File: src/xthid_pkg.sv
`timescale 1ns / 1ps
`default_nettype none
// ----------------------------------------------------------------------------
// xthid_pkg
// Shared types and constants for the XT scan code to HID boot report block.
// ----------------------------------------------------------------------------
package xthid_pkg;

  localparam int CODE_W    = 7;   // scan code and modifier code width
  localparam int CFG_IDX_W = 3;   // configuration register index width
  localparam int NUM_MODS  = 5;
  localparam int SLOT_COUNT = 6;  // key slots in a boot report
  localparam int RELEASE_BIT = 7; // break flag in the raw XT byte

  // configuration register indexes
  localparam logic [CFG_IDX_W-1:0] REG_LEFT_SHIFT  = 3'd0;
  localparam logic [CFG_IDX_W-1:0] REG_RIGHT_SHIFT = 3'd1;
  localparam logic [CFG_IDX_W-1:0] REG_LEFT_CTRL   = 3'd2;
  localparam logic [CFG_IDX_W-1:0] REG_LEFT_ALT    = 3'd3;
  localparam logic [CFG_IDX_W-1:0] REG_GUI         = 3'd4;

  // input operation codes
  localparam logic FUNC_KEY  = 1'b0;
  localparam logic FUNC_LOAD = 1'b1;

  // HID modifier bit for each register, in register order
  localparam logic [7:0] MOD_BITS [NUM_MODS] = '{8'h02, 8'h20, 8'h01, 8'h04, 8'h08};
  localparam logic [CODE_W-1:0] MOD_RESETS [NUM_MODS] =
    '{7'd42, 7'd54, 7'd29, 7'd56, 7'd58};

  typedef struct packed {
    logic       func;
    logic [7:0] key_byte;
    logic [6:0] map_index;
    logic [7:0] map_code;
  } key_item_t;

  typedef struct packed {
    logic [7:0] modifier_byte;
    logic [7:0] slot0;
    logic [7:0] slot1;
    logic [7:0] slot2;
    logic [7:0] slot3;
    logic [7:0] slot4;
    logic [7:0] slot5;
  } report_item_t;

  // scanner to control status
  typedef struct packed {
    logic rd_en;  // usage table read issued this cycle
    logic done;   // walk finishes this cycle
  } scan_status_t;

endpackage
`default_nettype wire

File: src/xthid_usage_ram.sv
`timescale 1ns / 1ps
`default_nettype none
// ----------------------------------------------------------------------------
// xthid_usage_ram
// Usage code table: one write port, one read port, registered read data.
// ----------------------------------------------------------------------------
module xthid_usage_ram #(
  parameter int DEPTH = 128,
  parameter int AW    = 7
) (
  input  wire logic          clk,
  input  wire logic          we,
  input  wire logic [AW-1:0] waddr,
  input  wire logic [7:0]    wdata,
  input  wire logic          re,
  input  wire logic [AW-1:0] raddr,
  output logic      [7:0]    rdata
);

  logic [7:0] mem [DEPTH];

  always_ff @(posedge clk) begin
    if (we) begin
      mem[waddr] <= wdata;
    end
  end

  always_ff @(posedge clk) begin
    if (re) begin
      rdata <= mem[raddr];
    end
  end

endmodule
`default_nettype wire

File: src/xthid_scan.sv
`timescale 1ns / 1ps
`default_nettype none
// ----------------------------------------------------------------------------
// xthid_scan
// Walks the key-down bitmap one byte group at a time, lowest code first,
// and issues one usage table read per down key until the report is full or the last group is done.
// ----------------------------------------------------------------------------
module xthid_scan #(
  parameter int SCAN_CODES  = 128,
  parameter int REPORT_KEYS = 6
) (
  input  wire logic                          clk,
  input  wire logic                          rst,
  input  wire logic                          start,
  input  wire logic [SCAN_CODES-1:0]         key_map,
  output logic      [$clog2(SCAN_CODES)-1:0] rd_addr,
  output xthid_pkg::scan_status_t            status
);

  localparam int GROUPS = (SCAN_CODES + 7) / 8;
  localparam int GRP_W  = (GROUPS > 1) ? $clog2(GROUPS) : 1;
  localparam int MAP_W  = GROUPS * 8;
  localparam int IDX_W  = $clog2(SCAN_CODES);
  localparam int CNT_W  = $clog2(REPORT_KEYS + 1);

  logic             active;
  logic             load;   // rem must be reloaded from the bitmap
  logic [GRP_W-1:0] grp;
  logic [7:0]       rem;
  logic [CNT_W-1:0] fill;

  logic [MAP_W-1:0]   map_pad;
  logic [7:0]         chunk;
  logic [7:0]         cur;
  logic [7:0]         rest;
  logic [2:0]         pos;
  logic               hit;
  logic               adv;
  logic               last;
  logic               full;
  logic [GRP_W+2:0]   addr_full;

  assign map_pad = MAP_W'(key_map);
  assign chunk   = map_pad[{grp, 3'b000} +: 8];

  always_comb begin
    // code zero never fills a slot
    cur = load ? (chunk & ((grp == '0) ? 8'hFE : 8'hFF)) : rem;
    pos = 3'd0;
    for (int i = 7; i >= 0; i--) begin
      if (cur[i]) begin
        pos = 3'(i);
      end
    end
  end

  assign hit       = |cur;
  assign rest      = cur & ~(8'h01 << pos);
  assign adv       = !hit || (rest == 8'h00);
  assign last      = (grp == GRP_W'(GROUPS - 1));
  assign full      = hit && (fill == CNT_W'(REPORT_KEYS - 1));
  assign addr_full = {grp, pos};
  assign rd_addr   = addr_full[IDX_W-1:0];

  assign status.rd_en = active && hit;
  assign status.done  = active && (full || (adv && last));

  always_ff @(posedge clk) begin
    if (rst) begin
      active <= 1'b0;
      load   <= 1'b1;
      grp    <= '0;
      fill   <= '0;
    end else if (start) begin
      active <= 1'b1;
      load   <= 1'b1;
      grp    <= '0;
      fill   <= '0;
    end else if (active) begin
      if (hit) begin
        fill <= CNT_W'(fill + 1'b1);
      end
      if (adv) begin
        grp  <= GRP_W'(grp + 1'b1);
        load <= 1'b1;
      end else begin
        load <= 1'b0;
      end
      if (status.done) begin
        active <= 1'b0;
      end
    end
  end

  always_ff @(posedge clk) begin
    if (active && !adv) begin
      rem <= rest;
    end
  end

endmodule
`default_nettype wire

File: src/xt_scancode_to_hid_report.sv
`timescale 1ns / 1ps
`default_nettype none
// ----------------------------------------------------------------------------
// xt_scancode_to_hid_report
// XT keyboard bytes in, HID boot keyboard reports out. Modifier codes update
// the modifier byte; other codes update a key-down bitmap, and the six key
// slots are rebuilt from the usage table for the lowest down codes.
//
//   channel  dir  handshake          payload
//   key      in   key_valid/stall    xthid_pkg::key_item_t
//   rpt      out  rpt_valid/stall    xthid_pkg::report_item_t
//   cfg      in   cfg_we             cfg_index, cfg_data
//
// Table load: no report. Modifier key: the modifier byte is updated and the
// report is raised from ST_EMIT. Other keys: the walk in ST_SCAN visits byte
// groups in turn, up to the one that fills the last slot or the last group,
// with an extra step per extra down key in a group; then ST_DRAIN, ST_EMIT.
// The usage table holds garbage until loaded.
// A new item is taken while a report waits on rpt_stall; the next one waits.
// ----------------------------------------------------------------------------
module xt_scancode_to_hid_report #(
  parameter int SCAN_CODES  = 128,
  parameter int REPORT_KEYS = 6
) (
  input  wire logic                                 clk,
  input  wire logic                                 rst,
  input  wire logic                                 key_valid,
  output logic                                      key_stall,
  input  wire xthid_pkg::key_item_t                 key_item,
  output logic                                      rpt_valid,
  input  wire logic                                 rpt_stall,
  output xthid_pkg::report_item_t                   rpt_item,
  input  wire logic                                 cfg_we,
  input  wire logic [xthid_pkg::CFG_IDX_W-1:0]      cfg_index,
  input  wire logic [xthid_pkg::CODE_W-1:0]         cfg_data
);

  localparam int IDX_W  = $clog2(SCAN_CODES);
  localparam int SLOT_W = (REPORT_KEYS > 1) ? $clog2(REPORT_KEYS) : 1;

  typedef enum logic [1:0] {
    ST_IDLE,
    ST_SCAN,
    ST_DRAIN,
    ST_EMIT
  } state_t;

  state_t state;

  logic [xthid_pkg::CODE_W-1:0] mod_codes [xthid_pkg::NUM_MODS];
  logic [SCAN_CODES-1:0]        key_map;
  logic [7:0]                   mod_state;
  logic [7:0]                   slots [REPORT_KEYS];
  logic [SLOT_W-1:0]            wr_ptr;
  logic                         rd_pend;

  logic                         key_acc;
  logic [6:0]                   scan;
  logic                         press;
  logic                         in_range;
  logic                         mod_hit;
  logic [7:0]                   mod_bit;
  logic                         key_start;
  logic                         ram_we;
  logic [7:0]                   ram_q;
  logic [IDX_W-1:0]             rd_addr;
  xthid_pkg::scan_status_t      scan_st;
  logic [7:0]                   rpt_slots [xthid_pkg::SLOT_COUNT];

  assign key_stall = (state != ST_IDLE);
  assign key_acc   = key_valid && !key_stall;
  assign scan      = key_item.key_byte[6:0];
  assign press     = !key_item.key_byte[xthid_pkg::RELEASE_BIT];
  assign in_range  = ({1'b0, scan} < 8'(SCAN_CODES));

  // first matching register wins
  always_comb begin
    mod_hit = 1'b0;
    mod_bit = 8'h00;
    for (int m = xthid_pkg::NUM_MODS - 1; m >= 0; m--) begin
      if (mod_codes[m] == scan) begin
        mod_hit = 1'b1;
        mod_bit = xthid_pkg::MOD_BITS[m];
      end
    end
  end

  assign key_start = key_acc && (key_item.func == xthid_pkg::FUNC_KEY) && !mod_hit;
  assign ram_we    = key_acc && (key_item.func == xthid_pkg::FUNC_LOAD) &&
                     ({1'b0, key_item.map_index} < 8'(SCAN_CODES));

  xthid_usage_ram #(
    .DEPTH (SCAN_CODES),
    .AW    (IDX_W)
  ) u_ram (
    .clk   (clk),
    .we    (ram_we),
    .waddr (key_item.map_index[IDX_W-1:0]),
    .wdata (key_item.map_code),
    .re    (scan_st.rd_en),
    .raddr (rd_addr),
    .rdata (ram_q)
  );

  xthid_scan #(
    .SCAN_CODES  (SCAN_CODES),
    .REPORT_KEYS (REPORT_KEYS)
  ) u_scan (
    .clk     (clk),
    .rst     (rst),
    .start   (key_start),
    .key_map (key_map),
    .rd_addr (rd_addr),
    .status  (scan_st)
  );

  for (genvar j = 0; j < xthid_pkg::SLOT_COUNT; j++) begin : g_slot
    if (j < REPORT_KEYS) begin : g_used
      assign rpt_slots[j] = slots[j];
    end else begin : g_zero
      assign rpt_slots[j] = 8'h00;
    end
  end

  always_ff @(posedge clk) begin
    if (rst) begin
      state     <= ST_IDLE;
      rpt_valid <= 1'b0;
      key_map   <= '0;
      mod_state <= 8'h00;
      rd_pend   <= 1'b0;
      wr_ptr    <= '0;
      for (int m = 0; m < xthid_pkg::NUM_MODS; m++) begin
        mod_codes[m] <= xthid_pkg::MOD_RESETS[m];
      end
      for (int j = 0; j < REPORT_KEYS; j++) begin
        slots[j] <= 8'h00;
      end
    end else begin
      if (cfg_we) begin
        unique case (cfg_index)
          xthid_pkg::REG_LEFT_SHIFT:  mod_codes[0] <= cfg_data;
          xthid_pkg::REG_RIGHT_SHIFT: mod_codes[1] <= cfg_data;
          xthid_pkg::REG_LEFT_CTRL:   mod_codes[2] <= cfg_data;
          xthid_pkg::REG_LEFT_ALT:    mod_codes[3] <= cfg_data;
          xthid_pkg::REG_GUI:         mod_codes[4] <= cfg_data;
          default: ;
        endcase
      end

      if (rpt_valid && !rpt_stall) begin
        rpt_valid <= 1'b0;
      end

      // usage read data lands in the cycle after issue
      rd_pend <= scan_st.rd_en;
      if (rd_pend) begin
        slots[wr_ptr] <= ram_q;
        wr_ptr        <= SLOT_W'(wr_ptr + 1'b1);
      end

      unique case (state)
        ST_IDLE: begin
          if (key_acc && (key_item.func == xthid_pkg::FUNC_KEY)) begin
            if (mod_hit) begin
              mod_state <= press ? (mod_state | mod_bit) : (mod_state & ~mod_bit);
              state     <= ST_EMIT;
            end else begin
              if (in_range) begin
                key_map[scan[IDX_W-1:0]] <= press;
              end
              for (int j = 0; j < REPORT_KEYS; j++) begin
                slots[j] <= 8'h00;
              end
              wr_ptr <= '0;
              state  <= ST_SCAN;
            end
          end
        end
        ST_SCAN: begin
          if (scan_st.done) begin
            state <= ST_DRAIN;
          end
        end
        ST_DRAIN: begin
          state <= ST_EMIT;
        end
        ST_EMIT: begin
          if (!rpt_valid || !rpt_stall) begin
            rpt_valid              <= 1'b1;
            rpt_item.modifier_byte <= mod_state;
            rpt_item.slot0         <= rpt_slots[0];
            rpt_item.slot1         <= rpt_slots[1];
            rpt_item.slot2         <= rpt_slots[2];
            rpt_item.slot3         <= rpt_slots[3];
            rpt_item.slot4         <= rpt_slots[4];
            rpt_item.slot5         <= rpt_slots[5];
            state                  <= ST_IDLE;
          end
        end
        default: state <= ST_IDLE;
      endcase
    end
  end

endmodule
`default_nettype wire

File: config.mk
export PLATFORM = sky130hd
export DESIGN_NAME = xt_scancode_to_hid_report
export DESIGN_NICKNAME = d
export VERILOG_FILES = /design/src/xthid_pkg.sv /design/src/xthid_usage_ram.sv /design/src/xthid_scan.sv /design/src/xt_scancode_to_hid_report.sv
export SDC_FILE = /design/constraint.sdc
export NUM_CORES = 1
export LEC_CHECK = 0
export ABC_AREA = 1
export BUFFER_PORTS_ARGS = -buffer_cell sky130_fd_sc_hd__buf_2
export CAP_MARGIN = 0
export CORE_MARGIN = 10
export CORE_UTILIZATION = 35
export CTS_BUF_LIST = sky130_fd_sc_hd__clkbuf_2 sky130_fd_sc_hd__clkbuf_4 sky130_fd_sc_hd__clkbuf_8
export CTS_CLUSTER_DIAMETER = 50
export DETAILED_ROUTE_END_ITERATION = 10
export SYNTH_ARGS = -nofsm -noshare
export SYNTH_HDL_FRONTEND = slang
export SYNTH_SLANG_ARGS = --single-unit
File: constraint.sdc
create_clock -name clk -period 8.3 [get_ports clk]
set_clock_uncertainty 0.2 [all_clocks]
set_input_delay 2.075 -clock clk [delete_from_list [all_inputs] [get_ports clk]]
set_output_delay 2.075 -clock clk [all_outputs]
set_load 0.1 [all_outputs]
Word-level counts from Yosys, hierarchy flattened. Memory sizes are Yosys's and may differ from the RTL's. A register that Yosys moved wholly into a read port is not among the register bits. Index checks and enable logic that the tools add are counted.

$add $sub $neg: 3. Magnitude comparators: 2. Bitwise operators: 38. Shifts and indexed selects: 2. Multiplexer cells: 83. Equal/unequal tests: 23. Reduce and logical (&&, ||, !) cells: 34.

Operators with widths (number): bitwise mux 128 bit (1); variable part select 128 x 8 -> 8 bit (1); 2-to-1 mux 8 bit (11); 2-to-1 mux 1 bit (46); 2-to-1 mux 3 bit (12); == test 7 bit (5); 2-to-1 mux 7 bit (5); AND 8 bit (3); == test 3 bit, second input constant (8); NOT 8 bit (2); AND 1 bit (12); AND reduction 3 bit (4); logical AND 1 bit (11); bitwise OR 1 bit (11); NOT 1 bit (9); zero test 8 bit (1); less-than comparator 7 x 8 -> 1 bit, second input constant (1); 2-to-1 mux 2 bit (4); 2-to-1 mux 4 bit (2); bitwise OR 8 bit (1); one-hot mux 2 bit (4 select lines) (1); OR reduction 8 bit (1); << shifter 1 x 3 -> 8 bit, first input constant (1); demux 1 bit (select 7 bit) (1); other kinds (17) (31).

Output and inout bits: 58. Input bits: 39. Register bits: 168. Bits in writable memories: 1107. Memories: 3.

Memory list: u_ram.mem (depth 128, width 8, rd ports 1, clocked after Yosys merged registers in 1, wr ports 1, RTL line xthid_usage_ram.sv:20) `logic [7:0] mem [DEPTH];`; slots (depth 6, width 8, rd ports 6, clocked after Yosys merged registers in 6, wr ports 7, RTL line xt_scancode_to_hid_report.sv:53) `logic [7:0] slots [REPORT_KEYS];`; mod_codes (depth 5, width 7, rd ports 5, clocked after Yosys merged registers in 0, wr ports 5, RTL line xt_scancode_to_hid_report.sv:50) `logic [xthid_pkg::CODE_W-1:0] mod_codes [xthid_pkg::NUM_MODS];`.

Longest topological paths before layout. Gate-level depths: netlist of the first run.

Depth in word-level cells: 23. Depth in mapped cells: 28.

Modules after synthesis. Synthesis of the first run repeated with hierarchy kept, for this count alone.

Cells, all modules: 5814. Area total of the unflattened synthesis: 58568.7 sq um.

By module, submodules not included: xthid_usage_ram (area each 42184.2 sq um, cells each 3575, times used 1); xt_scancode_to_hid_report (area each 13927.1 sq um, cells each 1771, times used 1); xthid_scan (area each 2457.4 sq um, cells each 468, times used 1).

Worst setup path after synthesis of the first run. Ideal clock, no wire load.

Path kind: input -> register. Start: in rst. End: reg rpt_item[0] (netlist name). Slack: 1666 ps. Buffers on the path: 1. Stages on the path: 2. Arrival: 5905 ps. Cell sequence: clkbuf_1 nor3_1.

Word-level cells in the longest chain between the ends: 2.

Ends and longest elaborated chain: start, declared (RTL line xt_scancode_to_hid_report.sv:26) `input wire logic rst,`; NOT 1 bit (no source line); AND reduction 3 bit (no source line).

No other way between the ends. A chain may end at the register's enable or synchronous reset.

Worst setup path in the final report of the first run.
Start: reg u_scan.grp[2]. End: reg u_ram.rdata[5] (read register of u_ram.mem), data pin.

Word-level cells in the longest chain between the ends: 11.

Ends and longest elaborated chain: start, declared (RTL line xthid_scan.sv:28) `logic [GRP_W-1:0] grp;`; start signal, assigned (RTL line xthid_scan.sv:84) `grp <= GRP_W'(grp + 1'b1);`; variable part select 128 x 8 -> 8 bit (RTL line xthid_scan.sv:44) `assign chunk = map_pad[{grp, 3'b000} +: 8];`; AND 8 bit (RTL line xthid_scan.sv:48) `cur = load ? (chunk & ((grp == '0) ? 8'hFE : 8'hFF)) : rem;`; 2-to-1 mux 8 bit (RTL line xthid_scan.sv:48); 2-to-1 mux 3 bit (8 in a row) (RTL line xthid_scan.sv:51) `if (cur[i]) begin`; end, declared (RTL line xthid_usage_ram.sv:17) `output logic [7:0] rdata`.

Several ways; a longest one is shown, not always the timed one.

==> flow_metrics.py, run 1 <==
metrics = {
    "status": {
        "status": "finished clean",
    },
    "clock_network": {
        "cts_buffers": 209,
        "ctsResizeCount": 0,
        "cts_hold_buf": 0,
        "numClockSinks": 1325,
        "clkSlewWorstSetupHoldPaths_ps": 60,
        "cts_tree": "built",
        "clkLatencyLatePin_ps": 960,
        "cts_buffer_depth": 3,
        "htreeDepth": 4,
        "post_cts_buffers": 0,
        "root_buffer": "clkbuf_8",
    },
    "timing": {
        "clock.fmax_ghz": 0.151,
        "setup_viol": 0,
        "worst_pin_slew_ps": 1250,
        "relSlewSlack": 0.168,
        "hold_viol_final": 0,
        "hold_slack_ps": 211,
        "final.min_clock_period_ps": 6620,
        "period_share": 0.798,
        "slew_violations": 0,
        "tns_ps": 0,
        "rsz0062_at_grt": "false",
    },
    "setup_path": {
        "path_class": "reg2reg",
        "critPathMaxFanout": 66,
        "end_kind": "flip-flop",
        "cp.arrival_ps": 7090,
        "cp.required_ps": 8770,
        "worst_setup_path_start_kind": "flip-flop",
    },
    "job": {
        "cap_viol_max_count": 0,
    },
    "route": {
        "vias": 39220,
        "routedWlPerCell_um": 21.4,
        "drt_wl_total_mm": 161,
        "drt_iter0_markers": 4287,
        "ant_nets": 0,
        "vias_per_cell": 5.21,
        "drc": 0,
        "drt_pass1_iterations": 5,
    },
    "place": {
        "gp_congestion": 0.838,
        "io_buffers": 93,
        "dpl.hpwl_mm": 92.4,
    },
    "floorplanning": {
        "num_rows": 146,
        "die_y_um": 418,
        "die_x_um": 418,
        "initial_core_util": 0.352,
        "dieArea_um2": 175000,
        "core_area_um2": 158000,
        "io_pins": 97,
    },
    "pwr": {
        "p_per_area_nw_per_um2": 359,
        "power_uw": 22300,
        "leakagePower_uw": 0.0225,
        "vdd_drop_max_v": 0.000576,
    },
    "global_route": {
        "grt_overflow": 0,
        "grt_pass1_vias": 37390,
        "grtUsageTotal": 0.178,
        "grt_pass1_wl_mm": 239,
        "grt_max_degree": 134,
        "antenna_found_initial": 8,
    },
    "synth": {
        "ys_seq_area_frac": 0.689,
        "yosys_warnings": 0,
        "syn_inst": 5208,
        "synth_area_um2": 55500,
        "synth_cell_type_count": 45,
        "dominantRegCellSynth": "edfxtp_1",
        "synth-seq-cells": 1325,
        "post_synth.cell_area_avg_um2": 10.7,
        "synthArstFlopShare": 0,
        "synth_edf_count": 1176,
    },
    "cells_and_area": {
        "syn_to_final_growth_pct": 11.7,
        "drive_above_1_share": 0.0942,
        "nets": 5331,
        "fin_util": 0.393,
    },
    "min_path": {
        "hold_class": "reg2reg",
    },
}
-- routing by layer --
metal  up-vias  share of wire  GRT usage
met4        10          0.029     0.0604
met2      1806           0.47      0.285
met5         -        0.00037          0
li1      18014              -          -
met3       333          0.088     0.0376
met1     19057           0.41      0.241
-- through the flow --
step                      cells  setup WS, ps  area, um2
after floorplan            5211          1670      55600
after global placement     7140          1810      57900
after detailed placement   7140          1850      57900
after CTS                  7519          1810      62000
after global routing       7520          1480      62000
final                      7521          1680      62000
-- state kept, by name, summed over array words and instances (netlist names), 4 cells and up, named ones only --
signal	count
key_map	128
mod_codes	35
rpt_item	53
slots	48
u_ram.mem	1024
u_ram.rdata	8
u_scan.grp	4
u_scan.rem	8
-- cells in the final DEF (no fill, tap or decap), drive strengths merged, types with 53 or more instances in the layout --
cell type / netlist / layout
edfxtp: 1176 / 1176
inv: 414 / 420
nand4: 53 / 53
nor2: 740 / 740
dfxtp: 149 / 149
clkinv: 4 / 83
buf: 171 / 158
a21oi: 133 / 133
clkbuf: 130 / 288
nand3: 872 / 872
o21ai: 157 / 157
nor3: 74 / 74
nand2: 976 / 976
-- worst max-delay path, cell delays in order, from the launching register on --
cell	delay (ps)
dfxtp_1	740
inv_2	370
nor2_1	600
buf_4	340
nand3_1	190
nand3_1	150
nor2_1	50
nor2_1	130
nand2_1	80
nand2_1	60
nand2_1	100
nand2_1	120
nand2_4	320
nand2_8	570
clkinv_1	600
buf_4	430
nand2_1	100
nand2_1	50
nor2_1	160
nand3_1	150
nand3_1	110
nand3_1	240
nand3_1	270
nand2_1	80
inv_1	60
nand2_1	60
-- final cells by class --
class | instances | area, um2
diodes | 2 | 5.00
clock buffers | 288 | 3530
clock inverters | 91 | 583
fillers | 15204 | 96000
inverters | 418 | 1580
multi-input cells | 3167 | 14400
flip-flops and latches | 1325 | 38300
well taps | 2072 | 2590
repair buffers | 158 | 1100
-- path summary, 6_finish.rpt --
path         slack, ps          start  depth (start not counted)              to
max               1680  u_scan.grp[2]                         25  u_ram.rdata[5]
min                210    slots[4][6]                          0    rpt_item[14]
max reg2reg       1680  u_scan.grp[2]                         25  u_ram.rdata[5]
min reg2reg        210    slots[4][6]                          0    rpt_item[14]
-- synthesized netlist by cell type, types with 2 or more instances --
cell type,n,share of area
clkinv_1,4,0.00027
a21oi_1,131,0.012
nor2_2,3,0.00034
xnor2_1,15,0.0024
nand3_1,870,0.078
clkbuf_1,130,0.0088
nand4_1,53,0.0060
nand2_2,2,0.00023
nor4_1,5,0.00056
a21oi_4,2,0.00059
o41ai_1,4,0.00063
xor2_1,20,0.0032
o21ai_0,149,0.013
inv_1,407,0.028
ha_1,13,0.0029
buf_6,3,0.00061
nand3_2,2,0.00036
a31oi_1,43,0.0048
nand3b_1,4,0.00054
nand2_1,972,0.066
o311a_1,2,0.00036
inv_2,6,0.00041
buf_2,116,0.010
or2_2,3,0.00034
nor2_1,736,0.050
buf_4,25,0.0034
buf_1,27,0.0018
o21ai_1,8,0.00072
nor3b_1,21,0.0028
nor3_1,73,0.0066
o211ai_1,19,0.0026
edfxtp_1,1176,0.64
a211oi_1,3,0.00041
nand2_4,2,0.00041
dfxtp_1,149,0.054
-- power breakdown --
part / switching [uW] / internal (uW) / leakage, uW
registers: 87.0 / 7380 / 0.0119
logic: 6980 / 2320 / 0.00846
clock network: 2650 / 2850 / 0.00216
total: 9720 / 12600 / 0.0225
-- cell families after synthesis --
logic type | count (synthesis) | share of synthesized area
xor+xnor | 35 | 0.00552
buf+inv | 719 | 0.0533
fa+ha+maj | 13 | 0.00293
compound gates | 366 | 0.0362
other cells | 1 | 0.0000675
flops | 1325 | 0.689
simple gates | 2749 | 0.213
Note: power is estimated with default switching activity, not from simulation.
==> run 2, diff against run 1 <==
clock period = 6.3 ns   (was 8.3 ns; I/O delays follow)
==> flow_metrics.py, run 2 (synthesis gave the netlist of run 1 again) <==
metrics = {
    "status": {
        "status": "finished clean",
    },
    "cells_and_area": {
        "drive_above_1_share": 0.103,
        "final_common_cell": "edfxtp_1",
        "syn_to_final_growth_pct": 12.4,
        "nets": 5375,
        "reg_top3": "u_ram.mem: 1024 flops, key_map: 128 flops, rpt_item: 53 flops",
        "fillers": 15068,
        "final_cell_mix": "1176 x edfxtp_1, 969 x nand2_1, 870 x nand3_1",
        "top_register": "u_ram.mem",
        "largest_register_ffs": 1024,
    },
    "pwr": {
        "power.switching_uw": 12800,
        "pwr-share-comb": 0.420,
        "clock_power_share": 0.245,
        "power.internal_uw": 16600,
        "sw_frac_of_total": 0.435,
        "p_per_area_nw_per_um2": 472,
        "p_seq_frac": 0.334,
        "vdd_drop_max_v": 0.000669,
        "leakagePower_uw": 0.0228,
    },
    "global_route": {
        "grt_pass1_wl_mm": 237,
        "grtUsageTotal": 0.177,
        "grt_max_degree": 133,
        "antenna_found_initial": 9,
        "grt_pass1_vias": 36911,
        "grt_overflow": 0,
    },
    "setup_path": {
        "reg2reg_depth": 20,
        "cp.buffers_inverters": 3,
        "path_class": "reg2reg",
        "timing.rr.start": "u_scan.grp[0]",
        "crit_family": "simple AND/OR/NAND/NOR gates",
        "r2r_end": "u_ram.rdata[5]",
        "cp.arrival_ps": 6000,
        "end_kind": "flip-flop",
        "slowest_delay_ps": 830,
        "r2r_slack_ps": 920,
        "worst_setup_path_start_kind": "flip-flop",
        "worstPathCellList": "buf_4 > nand2_1 > o211ai_1 > nand2_1 > nand2_1 > nand3_1 > o22ai_2 > nand3_2 > a21oi_4 > buf_4 > nand3_1 > nand2_1 > a21oi_1 > nand3_1 > nand3_1 > nand3_1 > nand3_1 > nand2_1 > inv_1 > nand2_1",
        "cp.required_ps": 6920,
        "critPathMaxFanout": 73,
        "critical_path.slowest_cell": "dfxtp_4",
    },
    "clock_network": {
        "post_cts_buffers": 0,
        "cts_hold_buf": 0,
        "numClockSinks": 1325,
        "cts_buffer_depth": 3,
        "cts_tree": "built",
        "cts_buffers": 207,
        "clkLatencyLatePin_ps": 950,
        "htreeDepth": 4,
        "root_buffer": "clkbuf_8",
        "ctsResizeCount": 0,
        "clkSlewWorstSetupHoldPaths_ps": 70,
    },
    "floorplanning": {
        "io_pins": 97,
        "die_x_um": 418,
        "dieArea_um2": 175000,
        "core_area_um2": 158000,
        "num_rows": 146,
        "die_y_um": 418,
        "initial_core_util": 0.352,
    },
    "timing": {
        "tns_ps": 0,
        "hold_viol_final": 0,
        "clock.fmax_ghz": 0.186,
        "hold_slack_ps": 204,
        "setup_viol": 0,
        "worst_pin_slew_ps": 1330,
        "rsz0062_at_grt": "false",
        "slew_violations": 0,
        "final.min_clock_period_ps": 5380,
        "period_share": 0.854,
        "relSlewSlack": 0.105,
    },
    "place": {
        "io_buffers": 93,
        "dpl.hpwl_mm": 93.2,
        "gp_congestion": 0.877,
    },
    "route": {
        "drt_pass1_iterations": 7,
        "routedWlPerCell_um": 21.1,
        "ant_nets": 0,
        "drt_iter0_markers": 4709,
        "drc": 0,
        "vias": 39049,
        "drt_wl_total_mm": 160,
        "vias_per_cell": 5.16,
    },
    "min_path": {
        "hold_end": "rpt_item[16]",
        "holdPathStages": 0,
        "hold_class": "reg2reg",
        "min-delay-start": "slots[3][0]",
    },
    "job": {
        "cap_viol_max_count": 0,
    },
}
run 2: power groups by stage:
stage	clock [uW]	sequential (uW)	combinational (uW)
after floorplan	0	10000	7970
after global placement	0	10000	12300
after detailed placement	0	10000	12400
after CTS	7350	9840	12400
after global routing	7760	9840	13500
final	7230	9840	12400
run 2: worst max path at each step:
stage                  start        endpoint  slack, ps  depth (start not counted)
5_1_grt        u_scan.grp[0]  u_ram.rdata[5]        610                         21
6_report       u_scan.grp[0]  u_ram.rdata[5]        920                         20
3_5_place_dp   u_scan.grp[0]  u_ram.rdata[5]       1040                         21
4_1_cts        u_scan.grp[0]  u_ram.rdata[5]       1030                         19
3_3_place_gp   u_scan.grp[0]  u_ram.rdata[5]       1060                         19
2_1_floorplan            rst     rpt_item[0]        170                          2
run 2: per-stage QoR:
stage	total power [uW]	utilization	area, um2	cells	setup slack (ps)
after floorplan	18000	-	55600	5211	166
after global placement	22300	0.369	58300	7186	1060
after detailed placement	22400	0.369	58300	7186	1040
after CTS	29600	0.395	62400	7562	1030
after global routing	31100	0.395	62400	7564	612
final	29500	0.395	62400	7567	921
run 2: layout make-up:
type | count | area [um2] | share of cell area
antenna | 5 | 12.5 | 0.000200
sequential | 1325 | 38300 | 0.614
clock inverter | 86 | 542 | 0.00868
timing repair buffer | 204 | 1480 | 0.0237
multi-input combinational | 3167 | 14400 | 0.230
tap | 2072 | 2590 | 0.0415
clock buffer | 290 | 3540 | 0.0567
inverter | 418 | 1580 | 0.0252
run 2: routing by layer:
| metal | track usage | share of wire | routed length, um |
|---|---|---|---|
| met1 | 0.246 | 0.43 | 68200 |
| met2 | 0.283 | 0.46 | 73900 |
| met3 | 0.0303 | 0.086 | 13700 |
| met4 | 0.0516 | 0.024 | 3850 |
| met5 | 0 | 0.00031 | 50 |
